<file path="src/rtl/ddodo_pkg.sv">
`timescale 1ns / 1ps
// ----------------------------------------------------------------------------
// ddodo_pkg
// Shared types, constants and tables for the differential drive odometry core.
// ----------------------------------------------------------------------------
package ddodo_pkg;

  localparam int CORDIC_ITERATIONS = 24;
  localparam int ITER_W            = 5;

  localparam logic signed [33:0] CORDIC_GAIN_Q30 = 34'sd652032874;
  localparam logic [63:0] RAD2BAM_Q16 = 64'd44798133900175;
  localparam logic [63:0] US_PER_S    = 64'd1000000;
  localparam logic [31:0] MIN_DT_US   = 32'd1000;

  localparam logic [31:0] MPT_RESET = 32'd14316558;
  localparam logic [31:0] ITW_RESET = 32'd47934904;

  // register index as seen on paddr[2]
  localparam logic REG_MPT = 1'b0;
  localparam logic REG_ITW = 1'b1;

  typedef struct packed {
    logic        start;
    logic [63:0] a;
    logic [63:0] b;
  } mul_req_t;

  typedef struct packed {
    logic        start;
    logic [31:0] ang;
  } cordic_req_t;

  typedef struct packed {
    logic               done;
    logic signed [33:0] cs;
    logic signed [33:0] sn;
  } cordic_res_t;

  // arctangent of 2^-i in binary angle units
  function automatic logic [31:0] atan_bam(input logic [ITER_W-1:0] idx);
    logic [31:0] v;
    case (idx)
      5'd0:  v = 32'h20000000;
      5'd1:  v = 32'h12E4051E;
      5'd2:  v = 32'h09FB385B;
      5'd3:  v = 32'h051111D4;
      5'd4:  v = 32'h028B0D43;
      5'd5:  v = 32'h0145D7E1;
      5'd6:  v = 32'h00A2F61E;
      5'd7:  v = 32'h00517C55;
      5'd8:  v = 32'h0028BE53;
      5'd9:  v = 32'h00145F2F;
      5'd10: v = 32'h000A2F98;
      5'd11: v = 32'h000517CC;
      5'd12: v = 32'h00028BE6;
      5'd13: v = 32'h000145F3;
      5'd14: v = 32'h0000A2FA;
      5'd15: v = 32'h0000517D;
      5'd16: v = 32'h000028BE;
      5'd17: v = 32'h0000145F;
      5'd18: v = 32'h00000A30;
      5'd19: v = 32'h00000518;
      5'd20: v = 32'h0000028C;
      5'd21: v = 32'h00000146;
      5'd22: v = 32'h000000A3;
      5'd23: v = 32'h00000051;
      5'd24: v = 32'h00000029;
      5'd25: v = 32'h00000014;
      5'd26: v = 32'h0000000A;
      5'd27: v = 32'h00000005;
      5'd28: v = 32'h00000003;
      5'd29: v = 32'h00000001;
      5'd30: v = 32'h00000001;
      default: v = 32'h00000000;
    endcase
    return v;
  endfunction

endpackage

</file>
<file path="src/rtl/ddodo_mul.sv">
`timescale 1ns / 1ps
// ----------------------------------------------------------------------------
// ddodo_mul
// Shared 64x64 unsigned multiplier, one byte of b per cycle, 128-bit product.
// ----------------------------------------------------------------------------
module ddodo_mul (
  input  logic               clk,
  input  logic               rst_n,
  input  ddodo_pkg::mul_req_t req_i,
  output logic               done_o,
  output logic [127:0]       prod_o
);
  import ddodo_pkg::*;

  localparam int DIGIT = 8;
  localparam int STEPS = 64 / DIGIT;
  localparam int CNT_W = $clog2(STEPS);

  logic               busy_r, busy_nxt;
  logic               done_r, done_nxt;
  logic [CNT_W-1:0]   cnt_r, cnt_nxt;
  logic [63:0]        a_r, a_nxt, b_r, b_nxt;
  logic [127:0]       acc_r, acc_nxt;
  logic [63+DIGIT:0]  pp;

  assign pp = a_r * b_r[63 -: DIGIT];

  always_comb begin
    busy_nxt = busy_r;
    done_nxt = 1'b0;
    cnt_nxt  = cnt_r;
    a_nxt    = a_r;
    b_nxt    = b_r;
    acc_nxt  = acc_r;
    if (req_i.start) begin
      busy_nxt = 1'b1;
      cnt_nxt  = '0;
      a_nxt    = req_i.a;
      b_nxt    = req_i.b;
      acc_nxt  = '0;
    end else if (busy_r) begin
      // MSB digit first: shift accumulated sum up, add next partial product
      acc_nxt = (acc_r << DIGIT) + {{(128-64-DIGIT){1'b0}}, pp};
      b_nxt   = b_r << DIGIT;
      cnt_nxt = cnt_r + 1'b1;
      if (cnt_r == CNT_W'(STEPS-1)) begin
        busy_nxt = 1'b0;
        done_nxt = 1'b1;
      end
    end
  end

  always_ff @(posedge clk) begin
    if (!rst_n) begin
      busy_r <= 1'b0;
      done_r <= 1'b0;
      cnt_r  <= '0;
    end else begin
      busy_r <= busy_nxt;
      done_r <= done_nxt;
      cnt_r  <= cnt_nxt;
    end
    a_r   <= a_nxt;
    b_r   <= b_nxt;
    acc_r <= acc_nxt;
  end

  assign done_o = done_r;
  assign prod_o = acc_r;

endmodule

</file>
<file path="config.mk">
export PLATFORM = sky130hd
export DESIGN_NAME = ddodo_mul
export DESIGN_NICKNAME = d
export VERILOG_FILES = /design/src/rtl/ddodo_pkg.sv /design/src/rtl/ddodo_mul.sv
export SDC_FILE = /design/constraint.sdc
export NUM_CORES = 2
export LEC_CHECK = 0
export ABC_AREA = 1
export BUFFER_PORTS_ARGS = -buffer_cell sky130_fd_sc_hd__buf_4
export CAP_MARGIN = 40
export CORE_UTILIZATION = 50
export CTS_CLUSTER_DIAMETER = 120
export DETAILED_ROUTE_END_ITERATION = 16
export GPL_ROUTABILITY_DRIVEN = 0
export PLACE_DENSITY = 0.73
export SLEW_MARGIN = 25
export SYNTH_ARGS = -nofsm -noshare
export SYNTH_HDL_FRONTEND = slang
export SYNTH_SLANG_ARGS = --single-unit
export TNS_END_PERCENT = 30
</file>
<file path="constraint.sdc">
create_clock -name clk -period 7.7 [get_ports clk]
set_clock_uncertainty 0.1 [all_clocks]
set_input_delay 1.155 -clock clk [delete_from_list [all_inputs] [get_ports clk]]
set_output_delay 1.155 -clock clk [all_outputs]
set_load 0.1 [all_outputs]
</file>
== Word level (Yosys, flattened, before mapping) ==
Cells that the tools add are included.

* Flip-flop bits (word level): 261
* Memory bits (writable): 0
* Output and inout port bits: 129
* Bits of input ports: 131
* Memories: 0
* Bits in latches: 0
* Word-level logic and storage cells: 21
* ROM bits: 0

* Eq/ne operators: 1
* Magnitude comparators: 0
* Add/subtract/negate cells: 2
* Bitwise gates (word level): 2
* Div/mod/pow operators: 0
* Multiply operators: 1
* Reductions and logical operators: 3
* Shift operators: 0
* Muxes and demuxes: 6

{| class="wikitable"
|+ Operator list
! cell !! number
|-
| adder 128 x 72 -> 128 bit || 1
|-
| 2-to-1 mux 64 bit || 2
|-
| multiplier 64 x 8 -> 72 bit || 1
|-
| 2-to-1 mux 1 bit || 4
|-
| adder 3 x 1 -> 3 bit (second input constant) || 1
|-
| equality test 3 bit (second input constant) || 1
|-
| OR reduction 3 bit || 1
|-
| NOT 1 bit || 2
|-
| nonzero test 2 bit || 1
|-
| OR reduction 2 bit || 1
|}

== Longest topological paths before layout ==
* Depth after elaboration: 4
* Mapped depth: 29
* Mapped depth without buffers: 27

== Worst setup path after synthesis ==
Ideal clock, no wire load.

* Kind: reg-to-reg
* From: register acc_r[37] (netlist: prod_o[37])
* To: register acc_r[90] (netlist: prod_o[90])
* Cell stages (with the launch flop): 24
* Setup time: 0.109 ns
* Period minus slack after synthesis: 4.929 ns
* Buffers on the path: 0
* Data arrival time: 4.720 ns
* Required time: 7.491 ns
* Path slack: 2.771 ns
* Path through: dfxtp_1 -> inv_1 -> fa_1 -> inv_1 -> fa_1 -> fa_1 -> inv_1 -> fa_1 -> inv_1 -> ha_1 -> nand2_1 -> inv_1 -> nand2_1 -> nand2_1 -> a21oi_1 -> inv_1 -> a21oi_1 -> nand3_2 -> nand2_1 -> nand2_1 -> nand2_1 -> nand3_1 -> nand2_1 -> inv_1

* Cells in the longest elaborated chain, start to end: 1

{| class="wikitable"
|+ Ends and longest elaborated chain
! element !! RTL line !! source
|-
| start: declaration || ddodo_mul.sv:23 || <nowiki>logic [127:0] acc_r, acc_nxt;</nowiki>
|-
| start signal: assignment || ddodo_mul.sv:65 || <nowiki>acc_r <= acc_nxt;</nowiki>
|-
| adder 128 x 72 -> 128 bit || ddodo_mul.sv:43 || <nowiki>acc_nxt = (acc_r << DIGIT) + {{(128-64-DIGIT){1'b0}}, pp};</nowiki>
|}

No other way between the ends.
A chain may end at the register's enable or synchronous reset.

== Worst setup path after layout ==
* From: register b_r[56]
* To: register acc_r[112] (netlist: prod_o[112])

* Cells in the longest elaborated chain, start to end: 2

{| class="wikitable"
|+ Ends and longest elaborated chain
! element !! RTL line !! source
|-
| start: declaration || ddodo_mul.sv:22 || <nowiki>logic [63:0] a_r, a_nxt, b_r, b_nxt;</nowiki>
|-
| start signal: assignment || ddodo_mul.sv:64 || <nowiki>b_r <= b_nxt;</nowiki>
|-
| multiplier 64 x 8 -> 72 bit || ddodo_mul.sv:26 || <nowiki>assign pp = a_r * b_r[63 -: DIGIT];</nowiki>
|-
| adder 128 x 72 -> 128 bit || ddodo_mul.sv:43 ||
|}

No other way between the ends.

==> flow_summary_export.csv <==
group,metric,value,unit
status,status,"complete, no violations",
placement,dpl.hpwl,86.41,mm
drt,wl_per_cell,17.94,um
drt,postRouteAntennaNets,0,
worst_setup_path,path_buf_inv,7,
worst_setup_path,crit_required,8.10,ns
global_route,grt_max_degree,137,
timing,hold_viol,0,
final_layout,nFillCells,6439,
logic_synthesis,syn_nets,5696,
global_route,grt_overflow_total,0,
timing,rsz0062_at_grt,"no",
cts,path_clk_slew,0.06,ns
global_route,grt.total_usage,31.98,%
placement,numPortBuffers,259,
cts,h-tree-depth,2,
logic_synthesis,ys_ff_latch,261,
cts,clock_latency,0.61,ns
floorplan,dieArea,69080,sq um
timing,tightest_slew,0.7825,ns
timing,max_slew_margin,47.83,%
global_route,antenna_found_initial,3,
worst_setup_path,cp-start-kind,"flop",
worst_setup_path,slowest_stage,"fa_1",
final_layout,drive_above_1_share,9.723,%
logic_synthesis,seq_area_frac_synth,19.13,%
floorplan,fp.dieW,262.8,um
logic_synthesis,synth_cell_types,44,
final_layout,num_antenna_cells,0,
floorplan,pin_count,260,
floorplan,core-area,67280,sq um
worst_setup_path,crit_path_cell_trace,"buf_4 -> buf_12 -> nand2_1 -> fa_1 -> inv_1 -> fa_1 -> fa_1 -> inv_1 -> fa_1 -> inv_1 -> ha_1 -> nand2_1 -> nor2_1 -> inv_1 -> nor2_1 -> a21oi_1 -> nand2_2 -> nand2_1 -> nand2_1 -> nand2_1 -> nand3_1 -> nand3_1 -> nand2_1 -> inv_1",
job,drv_cap,0,
final_layout,nets,5846,
logic_synthesis,netlist_instances,5028,
logic_synthesis,ys.flop_type,"dfxtp_1",
logic_synthesis,yosys_warnings,0,
worst_setup_path,crit_path_max_incr_delay,0.59,ns
floorplan,row_count,95,
final_layout,layout_common_cells,"1704 x nand2_1, 1436 x inv_1, 435 x fa_1, 271 x buf_4, 190 x nor2_1",
timing,final-max-slew-violation-count,0,
worst_setup_path,cpMostUsedCell,"nand2_1",
cts,tritoncts,"built",
drt,vias_per_cell,5.165,
logic_synthesis,synth_area_per_cell,6.766,sq um
cts,cts_buffers,36,
cts,cts_resized,0,
timing,setup_violations,0,
timing,fmax,169.4,MHz
worst_setup_path,worst-path-max-fanout,39,
cts,cts_buffer_depth,3,
worst_setup_path,path_class,"flop to flop",
floorplan,initial_core_util,50.57,%
final_layout,syn2layout_area_growth,11.45,%
global_route,grt_pass1_vias,30810,
worst_setup_path,cp_top_family,"adder cells",
drt,drt_pass1_iterations,7,
worst_setup_path,worstSetupEndpointType,"flop",
drt,totalWireLength,109.0,mm
logic_synthesis,syn-cell-area,34020,sq um
drt,vias,31390,
floorplan,die_y,262.8,um
timing,tns,0,ns
logic_synthesis,postSynth.asyncResetShare,0,%
logic_synthesis,synth_edf_count,128,
min_path,hp-class,"flop to flop",
final_layout,final_common_cell,"nand2_1",
global_route,grt_pass1_wl,171.3,mm
cts,cts_root_buffer,"clkbuf_16",
timing,period_needed,5.903,ns
worst_setup_path,arrival,6.30,ns
drt,drc,0,
cts,clkSinkCount,261,
cts,cts-hold-fix-buffers,0,
drt,drt_iter0_drc,3642,
timing,timing.final.crit_share,76.66,%
cts,cts_setup_buffers,0,
-- routing by layer --
layer	global-route usage [%]	share of wire [%]	wire length (um)
met1	42.37	39	42920
met2	50.19	44	47970
met3	7.590	12	12990
met4	13.37	4.7	5090
met5	0	0.021	23
-- path summary, 6_finish.rpt --
kind / startpoint / endpoint / slack (ns) / cells after the start
hold reg to reg: cnt_r[1]$_SDFFE_PP0P_ / cnt_r[1]$_SDFFE_PP0P_ / 0.37 / 2
setup / recovery: b_r[56]$_DFFE_PP_ / prod_o[112]$_SDFFE_PP0P_ / 1.80 / 24
setup reg to reg: b_r[56]$_DFFE_PP_ / prod_o[112]$_SDFFE_PP0P_ / 1.80 / 24
hold / removal: cnt_r[1]$_SDFFE_PP0P_ / cnt_r[1]$_SDFFE_PP0P_ / 0.37 / 2
-- worst register-to-register path: stages (launching register included) --
cell      delay (ns)
edfxtp_1        0.32
buf_4           0.35
buf_12          0.29
nand2_1         0.17
fa_1            0.59
inv_1           0.08
fa_1            0.48
fa_1            0.55
inv_1           0.05
fa_1            0.47
inv_1           0.04
ha_1            0.39
nand2_1         0.13
nor2_1          0.15
inv_1           0.12
nor2_1          0.35
a21oi_1         0.15
nand2_2         0.20
nand2_1         0.08
nand2_1         0.27
nand2_1         0.17
nand3_1         0.10
nand3_1         0.08
nand2_1         0.09
inv_1           0.04
-- state kept, by name, indices dropped and copies added, names as in the netlist --
register,count
prod_o,128
a_r,64
b_r,64
cnt_r,3
busy_r,1
done_o,1
-- area by class of cell --
cell class / instances / area (sq um) / share of cell area (%)
Clock buffer: 49 / 979.7 / 2.584
Inverter: 1468 / 5512 / 14.54
Multi-Input combinational cell: 3126 / 21290 / 56.15
Sequential cell: 261 / 6507 / 17.16
Clock inverter: 15 / 214.0 / 0.5643
Timing Repair Buffer: 285 / 2318 / 6.115
Tap cell: 873 / 1092 / 2.881
-- Yosys cell counts, types with 41 or more instances --
library cell	count	area, sq um
a21oi_1	63	315.3
clkbuf_1	99	371.6
clkbuf_2	55	275.3
dfxtp_1	133	2663
edfxtp_1	128	3844
fa_1	435	8708
ha_1	102	1276
inv_1	1438	5398
nand2_1	1705	6400
nand3_1	177	885.9
nor2_1	190	713.2
nor2_2	56	350.3
o21ai_0	150	750.7
xor2_1	41	359.1
-- per-stage QoR --
step	instance area [sq um]	worst slack [ns]	util, %	cells	hold slack [ns]
detailed placement	36640	1.872	54.47	6010	0.3673
floorplan	34020	2.771	-	5028	0.3442
CTS	37840	1.816	56.24	6074	0.3750
finish	37910	1.797	56.35	6077	0.3717
global placement	36530	1.778	54.29	6004	0.3560
global route	37910	1.572	56.35	6077	0.3901
-- logic make-up (layout without fill, tap and decap cells) --
group / Yosys count / count (layout) / share of synthesized area [%]
AND/OR/NAND/NOR: 2274 / 2274 / 27.74
buffers and inverters: 1641 / 1817 / 18.32
adder cells (fa/ha/maj): 537 / 537 / 29.35
AO/OA/AOI/OAI: 265 / 265 / 4.182
flip-flops: 261 / 261 / 19.13
XOR/XNOR: 50 / 50 / 1.287
Power is left out: the tool's default activity adds up to more than one toggle a clock period on the data nets, which glitch-free logic cannot reach.
