$ cat config.mk
export PLATFORM = sky130hd
export DESIGN_NAME = ddodo_cordic
export DESIGN_NICKNAME = d
export VERILOG_FILES = /design/src/rtl/ddodo_pkg.sv /design/src/rtl/ddodo_cordic.sv
export SDC_FILE = /design/constraint.sdc
export NUM_CORES = 1
export LEC_CHECK = 0
export BUFFER_PORTS_ARGS = -buffer_cell sky130_fd_sc_hd__clkbuf_2
export CORE_UTILIZATION = 40
export CTS_CLUSTER_DIAMETER = 30
export DETAILED_ROUTE_END_ITERATION = 6
export PLACE_DENSITY_LB_ADDON = 0.05
export SYNTH_ARGS = -nofsm -noshare
export SYNTH_HDL_FRONTEND = slang
export SYNTH_SLANG_ARGS = --single-unit
$ cat constraint.sdc
create_clock -name clk -period 13.8 [get_ports clk]
set_input_delay 0.69 -clock clk [delete_from_list [all_inputs] [get_ports clk]]
set_output_delay 0.69 -clock clk [all_outputs]
set_load 0.01 [all_outputs]
$ cat src/rtl/ddodo_pkg.sv
`timescale 1ns / 1ps
// ----------------------------------------------------------------------------
// ddodo_pkg
// Shared types, constants and tables for the differential drive odometry core.
// ----------------------------------------------------------------------------
package ddodo_pkg;

  localparam int CORDIC_ITERATIONS = 24;
  localparam int ITER_W            = 5;

  localparam logic signed [33:0] CORDIC_GAIN_Q30 = 34'sd652032874;
  localparam logic [63:0] RAD2BAM_Q16 = 64'd44798133900175;
  localparam logic [63:0] US_PER_S    = 64'd1000000;
  localparam logic [31:0] MIN_DT_US   = 32'd1000;

  localparam logic [31:0] MPT_RESET = 32'd14316558;
  localparam logic [31:0] ITW_RESET = 32'd47934904;

  // register index as seen on paddr[2]
  localparam logic REG_MPT = 1'b0;
  localparam logic REG_ITW = 1'b1;

  typedef struct packed {
    logic        start;
    logic [63:0] a;
    logic [63:0] b;
  } mul_req_t;

  typedef struct packed {
    logic        start;
    logic [31:0] ang;
  } cordic_req_t;

  typedef struct packed {
    logic               done;
    logic signed [33:0] cs;
    logic signed [33:0] sn;
  } cordic_res_t;

  // arctangent of 2^-i in binary angle units
  function automatic logic [31:0] atan_bam(input logic [ITER_W-1:0] idx);
    logic [31:0] v;
    case (idx)
      5'd0:  v = 32'h20000000;
      5'd1:  v = 32'h12E4051E;
      5'd2:  v = 32'h09FB385B;
      5'd3:  v = 32'h051111D4;
      5'd4:  v = 32'h028B0D43;
      5'd5:  v = 32'h0145D7E1;
      5'd6:  v = 32'h00A2F61E;
      5'd7:  v = 32'h00517C55;
      5'd8:  v = 32'h0028BE53;
      5'd9:  v = 32'h00145F2F;
      5'd10: v = 32'h000A2F98;
      5'd11: v = 32'h000517CC;
      5'd12: v = 32'h00028BE6;
      5'd13: v = 32'h000145F3;
      5'd14: v = 32'h0000A2FA;
      5'd15: v = 32'h0000517D;
      5'd16: v = 32'h000028BE;
      5'd17: v = 32'h0000145F;
      5'd18: v = 32'h00000A30;
      5'd19: v = 32'h00000518;
      5'd20: v = 32'h0000028C;
      5'd21: v = 32'h00000146;
      5'd22: v = 32'h000000A3;
      5'd23: v = 32'h00000051;
      5'd24: v = 32'h00000029;
      5'd25: v = 32'h00000014;
      5'd26: v = 32'h0000000A;
      5'd27: v = 32'h00000005;
      5'd28: v = 32'h00000003;
      5'd29: v = 32'h00000001;
      5'd30: v = 32'h00000001;
      default: v = 32'h00000000;
    endcase
    return v;
  endfunction

endpackage

$ cat src/rtl/ddodo_cordic.sv
`timescale 1ns / 1ps
// ----------------------------------------------------------------------------
// ddodo_cordic
// Iterative rotation-mode CORDIC, one micro-rotation per cycle, Q.30 sin/cos.
// ----------------------------------------------------------------------------
module ddodo_cordic (
  input  logic                   clk,
  input  logic                   rst_n,
  input  ddodo_pkg::cordic_req_t req_i,
  output ddodo_pkg::cordic_res_t res_o
);
  import ddodo_pkg::*;

  logic               busy_r, busy_nxt;
  logic               done_r, done_nxt;
  logic               flip_r, flip_nxt;
  logic [ITER_W-1:0]  i_r, i_nxt;
  logic signed [33:0] x_r, x_nxt, y_r, y_nxt, z_r, z_nxt;
  logic signed [33:0] xs, ys, at;
  logic               fl;
  logic [31:0]        a2;

  assign xs = x_r >>> i_r;
  assign ys = y_r >>> i_r;
  assign at = signed'({2'b00, atan_bam(i_r)});
  // quadrants 1 and 2 are folded by a half turn
  assign fl = req_i.ang[31] ^ req_i.ang[30];
  assign a2 = req_i.ang ^ {fl, 31'd0};

  always_comb begin
    busy_nxt = busy_r;
    done_nxt = 1'b0;
    flip_nxt = flip_r;
    i_nxt    = i_r;
    x_nxt    = x_r;
    y_nxt    = y_r;
    z_nxt    = z_r;
    if (req_i.start) begin
      busy_nxt = 1'b1;
      flip_nxt = fl;
      i_nxt    = '0;
      x_nxt    = CORDIC_GAIN_Q30;
      y_nxt    = '0;
      z_nxt    = signed'({{2{a2[31]}}, a2});
    end else if (busy_r) begin
      if (!z_r[33]) begin
        x_nxt = x_r - ys;
        y_nxt = y_r + xs;
        z_nxt = z_r - at;
      end else begin
        x_nxt = x_r + ys;
        y_nxt = y_r - xs;
        z_nxt = z_r + at;
      end
      i_nxt = i_r + 1'b1;
      if (i_r == ITER_W'(CORDIC_ITERATIONS-1)) begin
        busy_nxt = 1'b0;
        done_nxt = 1'b1;
      end
    end
  end

  always_ff @(posedge clk) begin
    if (!rst_n) begin
      busy_r <= 1'b0;
      done_r <= 1'b0;
      i_r    <= '0;
    end else begin
      busy_r <= busy_nxt;
      done_r <= done_nxt;
      i_r    <= i_nxt;
    end
    flip_r <= flip_nxt;
    x_r    <= x_nxt;
    y_r    <= y_nxt;
    z_r    <= z_nxt;
  end

  assign res_o.done = done_r;
  assign res_o.cs   = flip_r ? -x_r : x_r;
  assign res_o.sn   = flip_r ? -y_r : y_r;

endmodule
==> Word-level counts from Yosys, hierarchy flattened <==
Memories as Yosys holds them, arrays and structs flattened. A register that Yosys moved wholly into a read port is not among the register bits.
Index checks and enable logic that the tools add are counted.
{ "classes": {"n_addsub": 9, "n_eq_ne": 1, "n_shift": 2, "mux": 13, "bitwise_logic": 4, "n_reduce_logical": 3} }
{ "ops": {"columns": ["operator", "n"], "rows": [
  ["two-way mux 34 bit", 7],
  ["adder 34 bit", 2],
  ["negator 34 bit", 2],
  [">>> shifter 34 x 5 -> 34 bit", 2],
  ["subtractor 34 bit", 2],
  ["adder 34 x 33 -> 34 bit", 1],
  ["subtractor 34 x 33 -> 34 bit", 1],
  ["bitwise XOR 32 bit", 1],
  ["two-way mux 5 bit", 2],
  ["adder 5 x 1 -> 5 bit, second input constant", 1],
  ["== test 5 bit, second input constant", 1],
  ["two-way mux 1 bit", 4],
  ["OR reduction 3 bit", 1],
  ["inverter 1 bit", 2],
  ["nonzero test 2 bit", 1],
  ["OR reduction 2 bit", 1],
  ["bitwise XOR 1 bit", 1]
]} }
{ "word_totals": {"ff_bits": 110, "rom_bits": 960, "input_bits": 35, "out_inout_bits": 69, "wordCells": 40, "memories": 1} }
{ "mem_list": {"columns": ["memory", "words", "word_bits", "rd", "rd_ports_with_merged_regs", "write_ports", "line_no", "source"], "rows": [
  ["(name not given)", 32, 30, 1, 1, 0, "ddodo_pkg.sv:43", "case (idx)"]
]} }

==> Depth between registers and ports, before layout <==
{ "logic_depth": {"word_depth": 4, "mapped_depth": 30} }

==> Least setup slack after synthesis <==
OpenSTA, ideal clock, no wires.
{ "synth_timing": {"kind": "register -> register", "startpoint": "register i_r[1]", "endpoint": "register x_r[32]", "setup_time_ps": 117, "t_arrival_ps": 5413, "setup_slack_ps": 8270, "path_stages_with_launch": 29, "synth_period_minus_slack_ps": 5530, "cell_sequence": "dfxtp_1 -> buf_6 -> buf_6 -> buf_6 -> buf_4 -> buf_4 -> buf_2 -> mux4_2 -> a32oi_1 -> nand2_1 -> a211oi_2 -> nand3_2 -> nor4_2 -> nor3b_2 -> nor2_1 -> xnor2_1 -> ha_1 -> clkbuf_1 -> a21o_1 -> a21oi_1 -> nor2_1 -> o2111ai_1 -> nand2_1 -> a22o_1 -> a31o_2 -> o41ai_1 -> o21ai_0 -> xor2_1 -> a22o_1"} }
{ "synth_via": {"elab_chain_len": 3} }
{ "synth_lines": {"columns": ["item", "line_no", "source"], "rows": [
  ["start, declared", "ddodo_cordic.sv:17", "logic [ITER_W-1:0] i_r, i_nxt;"],
  ["start signal, assigned", "ddodo_cordic.sv:71", "i_r <= i_nxt;"],
  [">>> shifter 34 x 5 -> 34 bit (*)", "ddodo_cordic.sv:24", "assign ys = y_r >>> i_r;"],
  ["subtractor 34 bit or adder 34 bit (tied branches)", "ddodo_cordic.sv:47, ddodo_cordic.sv:51", null],
  ["two-way mux 34 bit (*)", "ddodo_cordic.sv:46", "if (!z_r[33]) begin"],
  ["end signal, assigned", "ddodo_cordic.sv:74", "x_r <= x_nxt;"],
  ["end, declared", "ddodo_cordic.sv:18", "logic signed [33:0] x_r, x_nxt, y_r, y_nxt, z_r, z_nxt;"]
]} }
Every way passes the cells marked *; elsewhere a longest branch is shown, timed or not.
A chain may end at the register's enable or synchronous reset.

==> Worst setup path in the final report <==
{ "layout_timing": {"startpoint": "register i_r[1]", "endpoint": "register y_r[29]"} }
{ "layout_via": {"elab_chain_len": 3} }
{ "layout_lines": {"columns": ["item", "line_no", "source"], "rows": [
  [">>> shifter 34 x 5 -> 34 bit (*)", "ddodo_cordic.sv:23", "assign xs = x_r >>> i_r;"],
  ["adder 34 bit or subtractor 34 bit (tied branches)", "ddodo_cordic.sv:48, ddodo_cordic.sv:52", null],
  ["two-way mux 34 bit (*)", "ddodo_cordic.sv:46", null],
  ["end signal, assigned", "ddodo_cordic.sv:75", "y_r <= y_nxt;"],
  ["end, declared", "ddodo_cordic.sv:18", null]
]} }
Marks and branches as above.

==> results.json <==
{
  "cp.required_ns": 14.17,
  "clkPwrFrac_pct": 9.6,
  "ys_seq_area_share_pct": 16.1,
  "hold_class": "in2reg",
  "startpoint_type": "flop",
  "num_io_pins": 104,
  "n_antenna_cell": 0,
  "grt_pass1_vias": 18508,
  "clockBufferDepth": 2,
  "synth_warnings": 0,
  "cts-root-buf": "clkbuf_16",
  "p_per_area_mw_per_mm2": 240,
  "antenna_found_initial": 0,
  "async_flop_share_pct": 0,
  "arrival_ns": 8.15,
  "nNetsFinal": 2548,
  "dpl.hpwl_um": 54600,
  "cts_buffers": 17,
  "grt_usage_pct": 29.9,
  "drc": 0,
  "final.setup.tns_ns": 0,
  "p_leak_nw": 8.39,
  "max_slew.worst_pin.slew_ns": 1.12,
  "synth_nets": 2566,
  "slew_headroom_pct": 25.0,
  "synth_top_cell_by_area": "mux4_2",
  "grt_max_degree": 69,
  "syn_area_per_cell_um2": 8.08,
  "critical_path.max_stage_delay_ns": 0.75,
  "synth_cell_types": 113,
  "dr.pass1.iters": 5,
  "swShare_pct": 51.6,
  "start_util_pct": 40.7,
  "synth.area.top_cells": "mux4_2 11%, dfxtp_1 11%, ha_1 7.2%",
  "dieArea_mm2": 0.0497,
  "critPathKind": "reg2reg",
  "die_w_um": 223,
  "first_iter_violations": 1640,
  "skew_ns": 0.0166,
  "cts.clk_slew.worst_paths_ns": 0.07,
  "setup_viol_count_final": 0,
  "cts_hold_buf": 0,
  "drive_above_1_share_pct": 15.9,
  "seq_power_share_pct": 15.9,
  "worstSkewPairLatency_ns": 0.48,
  "htreeDepth": 4,
  "synth_edf_count": 35,
  "wl_per_cell_um": 24.4,
  "cp_cell_sequence": "buf_4 > buf_4 > mux4_2 > mux2i_1 > o21ai_1 > nor2_2 > ha_1 > nand3_1 > or4_4 > nor2_1 > nor2_1 > xnor2_1 > ha_1 > a21oi_1 > nor2b_1 > nand2_1 > o21a_1 > a21oi_1 > o21ai_0 > a211oi_1 > nor4_1 > or4_1 > a32o_1",
  "crit_path_end_kind": "flop",
  "power.switching_mw": 2.58,
  "place.gp.congestion": 0.983,
  "rows": 80,
  "dp.cells": 2994,
  "yosysTopAreaCellShare_pct": 11.4,
  "syn2layout_area_growth_pct": 6.68,
  "fin_cells": 3026,
  "p_int_mw": 2.42,
  "grt.overflow.total": 0,
  "fp.coreArea_mm2": 0.0479,
  "hold_viol": 0,
  "netlist_instances": 2416,
  "status": "complete, no violations",
  "synth_seq_cells": 140,
  "period_share_pct": 56.4,
  "cts_tree": "yes",
  "crit_path_top_delay_cell": "buf_4",
  "drt-vias-per-instance": 6.30,
  "worst-path-buf-inv": 2,
  "vias": 19077,
  "finalPower_mw": 5.00,
  "synth_area_mm2": 0.0195,
  "grt_pass1_wl_um": 113000,
  "rsz0062_at_grt": "no",
  "finalWorstPathRequiredPeriod_ns": 7.78,
  "portBuffers": 103,
  "cts_setup_buffers": 0,
  "dieHeight_um": 223,
  "wl_um": 73800,
  "drtAntennaViolNets": 0,
  "cts_resized": 0,
  "vdd_drop_max_uv": 96.2,
  "cp_top_family": "simple AND/OR/NAND/NOR gates",
  "maxCapViolations": 0,
  "pwr-share-comb_pct": 74.5,
  "crit_fanout": 58,
  "fmax_mhz": 128,
  "report.final.slew_viol_count": 0,
  "ys.flop_type": "dfxtp_1",
  "clock_sinks": 140
}
## flip-flops by register name, summed over array words and instances (netlist names)
signal  count
x_r        34
flip_r      1
done_r      1
y_r        34
z_r        34
i_r         5
busy_r      1
at         30
## cell usage after synthesis (all sizes together) (14+ instances only)
cell / number
o21ai: 166
buf: 75
a22oi: 15
a32oi: 14
a31oi: 48
and2: 21
or2: 17
nand2: 230
o22ai: 20
nand2b: 31
or3: 15
o31ai: 23
xor2: 79
o21a: 22
inv: 67
o211ai: 17
nor3: 35
a21oi: 200
clkbuf: 115
dfxtp: 105
ha: 112
edfxtp: 35
nor2b: 27
nor2: 236
a21o: 48
a22o: 14
o41ai: 16
a211oi: 24
nand3: 43
xnor2: 159
nor4: 17
mux2: 32
and3: 15
mux4: 99
nand4: 15
or4: 17
mux2i: 62
## cell families (layout without fill, tap and decap cells)
kind of cell / Yosys count / in the layout / synth area share, %
flip-flops: 140 / 140 / 16.1
AND/OR/NAND/NOR: 755 / 755 / 18.7
buffers and inverters: 258 / 253 / 6.31
XOR/XNOR: 238 / 238 / 10.8
AO/OA/AOI/OAI: 717 / 717 / 23.9
adder cells (fa/ha/maj): 115 / 115 / 7.48
multiplexers: 193 / 193 / 16.7
## routing by layer
| metal | vias up | track usage [%] | share of wire, % |
|---|---|---|---|
| met5 | - | 0 | 0 |
| met3 | 134 | 5.43 | 6.1 |
| li1 | 8905 | - | - |
| met4 | 0 | 11.0 | 3.1 |
| met2 | 726 | 49.8 | 48 |
| met1 | 9312 | 38.6 | 43 |
## worst min-delay path, delay by kind of cell
family,cells,cell delay (ns)
compound gates,1,0.06
buf+inv,1,0.07
simple gates,1,0.04
## final cells by class
cell class,instances,area (um2)
inverter,68,258
clock inverter,12,125
clock buffer,20,468
sequential,140,3170
multi-input combinational,2018,15100
tap,615,769
fill,4886,27100
timing repair buffer,153,893
## per-stage QoR
stage / utilization, % / worst slack (ns) / hold slack, ns / area [um2]
after floorplan: - / 8.27 / 0.486 / 19500
after global placement: 42.2 / 6.19 / 0.523 / 20200
after detailed placement: 42.2 / 6.12 / 0.535 / 20200
after CTS: 43.5 / 6.08 / 0.438 / 20800
after global routing: 43.5 / 5.47 / 0.451 / 20800
final: 43.5 / 6.02 / 0.487 / 20800
## worst paths after layout
kind                            depth (start not counted)  slack (ns)  startpoint       to
worst max-delay path                                   23        6.02      i_r[1]  y_r[29]
worst min register to register                          2        0.54      y_r[0]   y_r[0]
worst min-delay path                                    3        0.49   req_i[10]  z_r[10]
worst max register to register                         23        6.02      i_r[1]  y_r[29]
## layout by cell type, fill, tap and decap left out, types with 12 or more instances in the layout
cell type  Yosys  layout
nor2_1       232     232
nand2_1      228     228
a21oi_1      196     196
xnor2_1      158     158
o21ai_0      154     154
ha_1         112     112
clkbuf_2       1     102
mux4_2        99      99
dfxtp_1      105      99
xor2_1        78      78
inv_1         63      63
mux2i_1       58      58
buf_4          9      51
a31oi_1       48      48
a21o_1        48      48
nand3_1       42      42
edfxtp_1      35      35
nor3_1        34      34
nand2b_1      31      31
mux2_2        30      30
nor2b_1       27      27
o31ai_1       22      22
o21a_1        22      22
and2_1        21      21
a211oi_1      21      21
o22ai_1       20      20
clkbuf_16      0      18
o211ai_1      17      17
or4_1         16      16
or3_1         15      15
a22oi_1       15      15
and3_1        15      15
nand4_1       15      15
o41ai_1       15      15
a32oi_1       14      14
a22o_1        14      14
or2_2         13      13
nor4_1        13      13
o21bai_1      12      12
## power by group through the flow
stage / Sequential, mW / Clock [mW] / Combinational, mW
3_5_place_dp: 0.797 / 0 / 3.68
2_1_floorplan: 0.624 / 0 / 2.89
3_3_place_gp: 0.795 / 0 / 3.67
6_report: 0.795 / 0.478 / 3.72
4_1_cts: 0.789 / 0.499 / 3.71
5_1_grt: 0.811 / 0.514 / 4.10
Power figures use the tool's default switching activity.
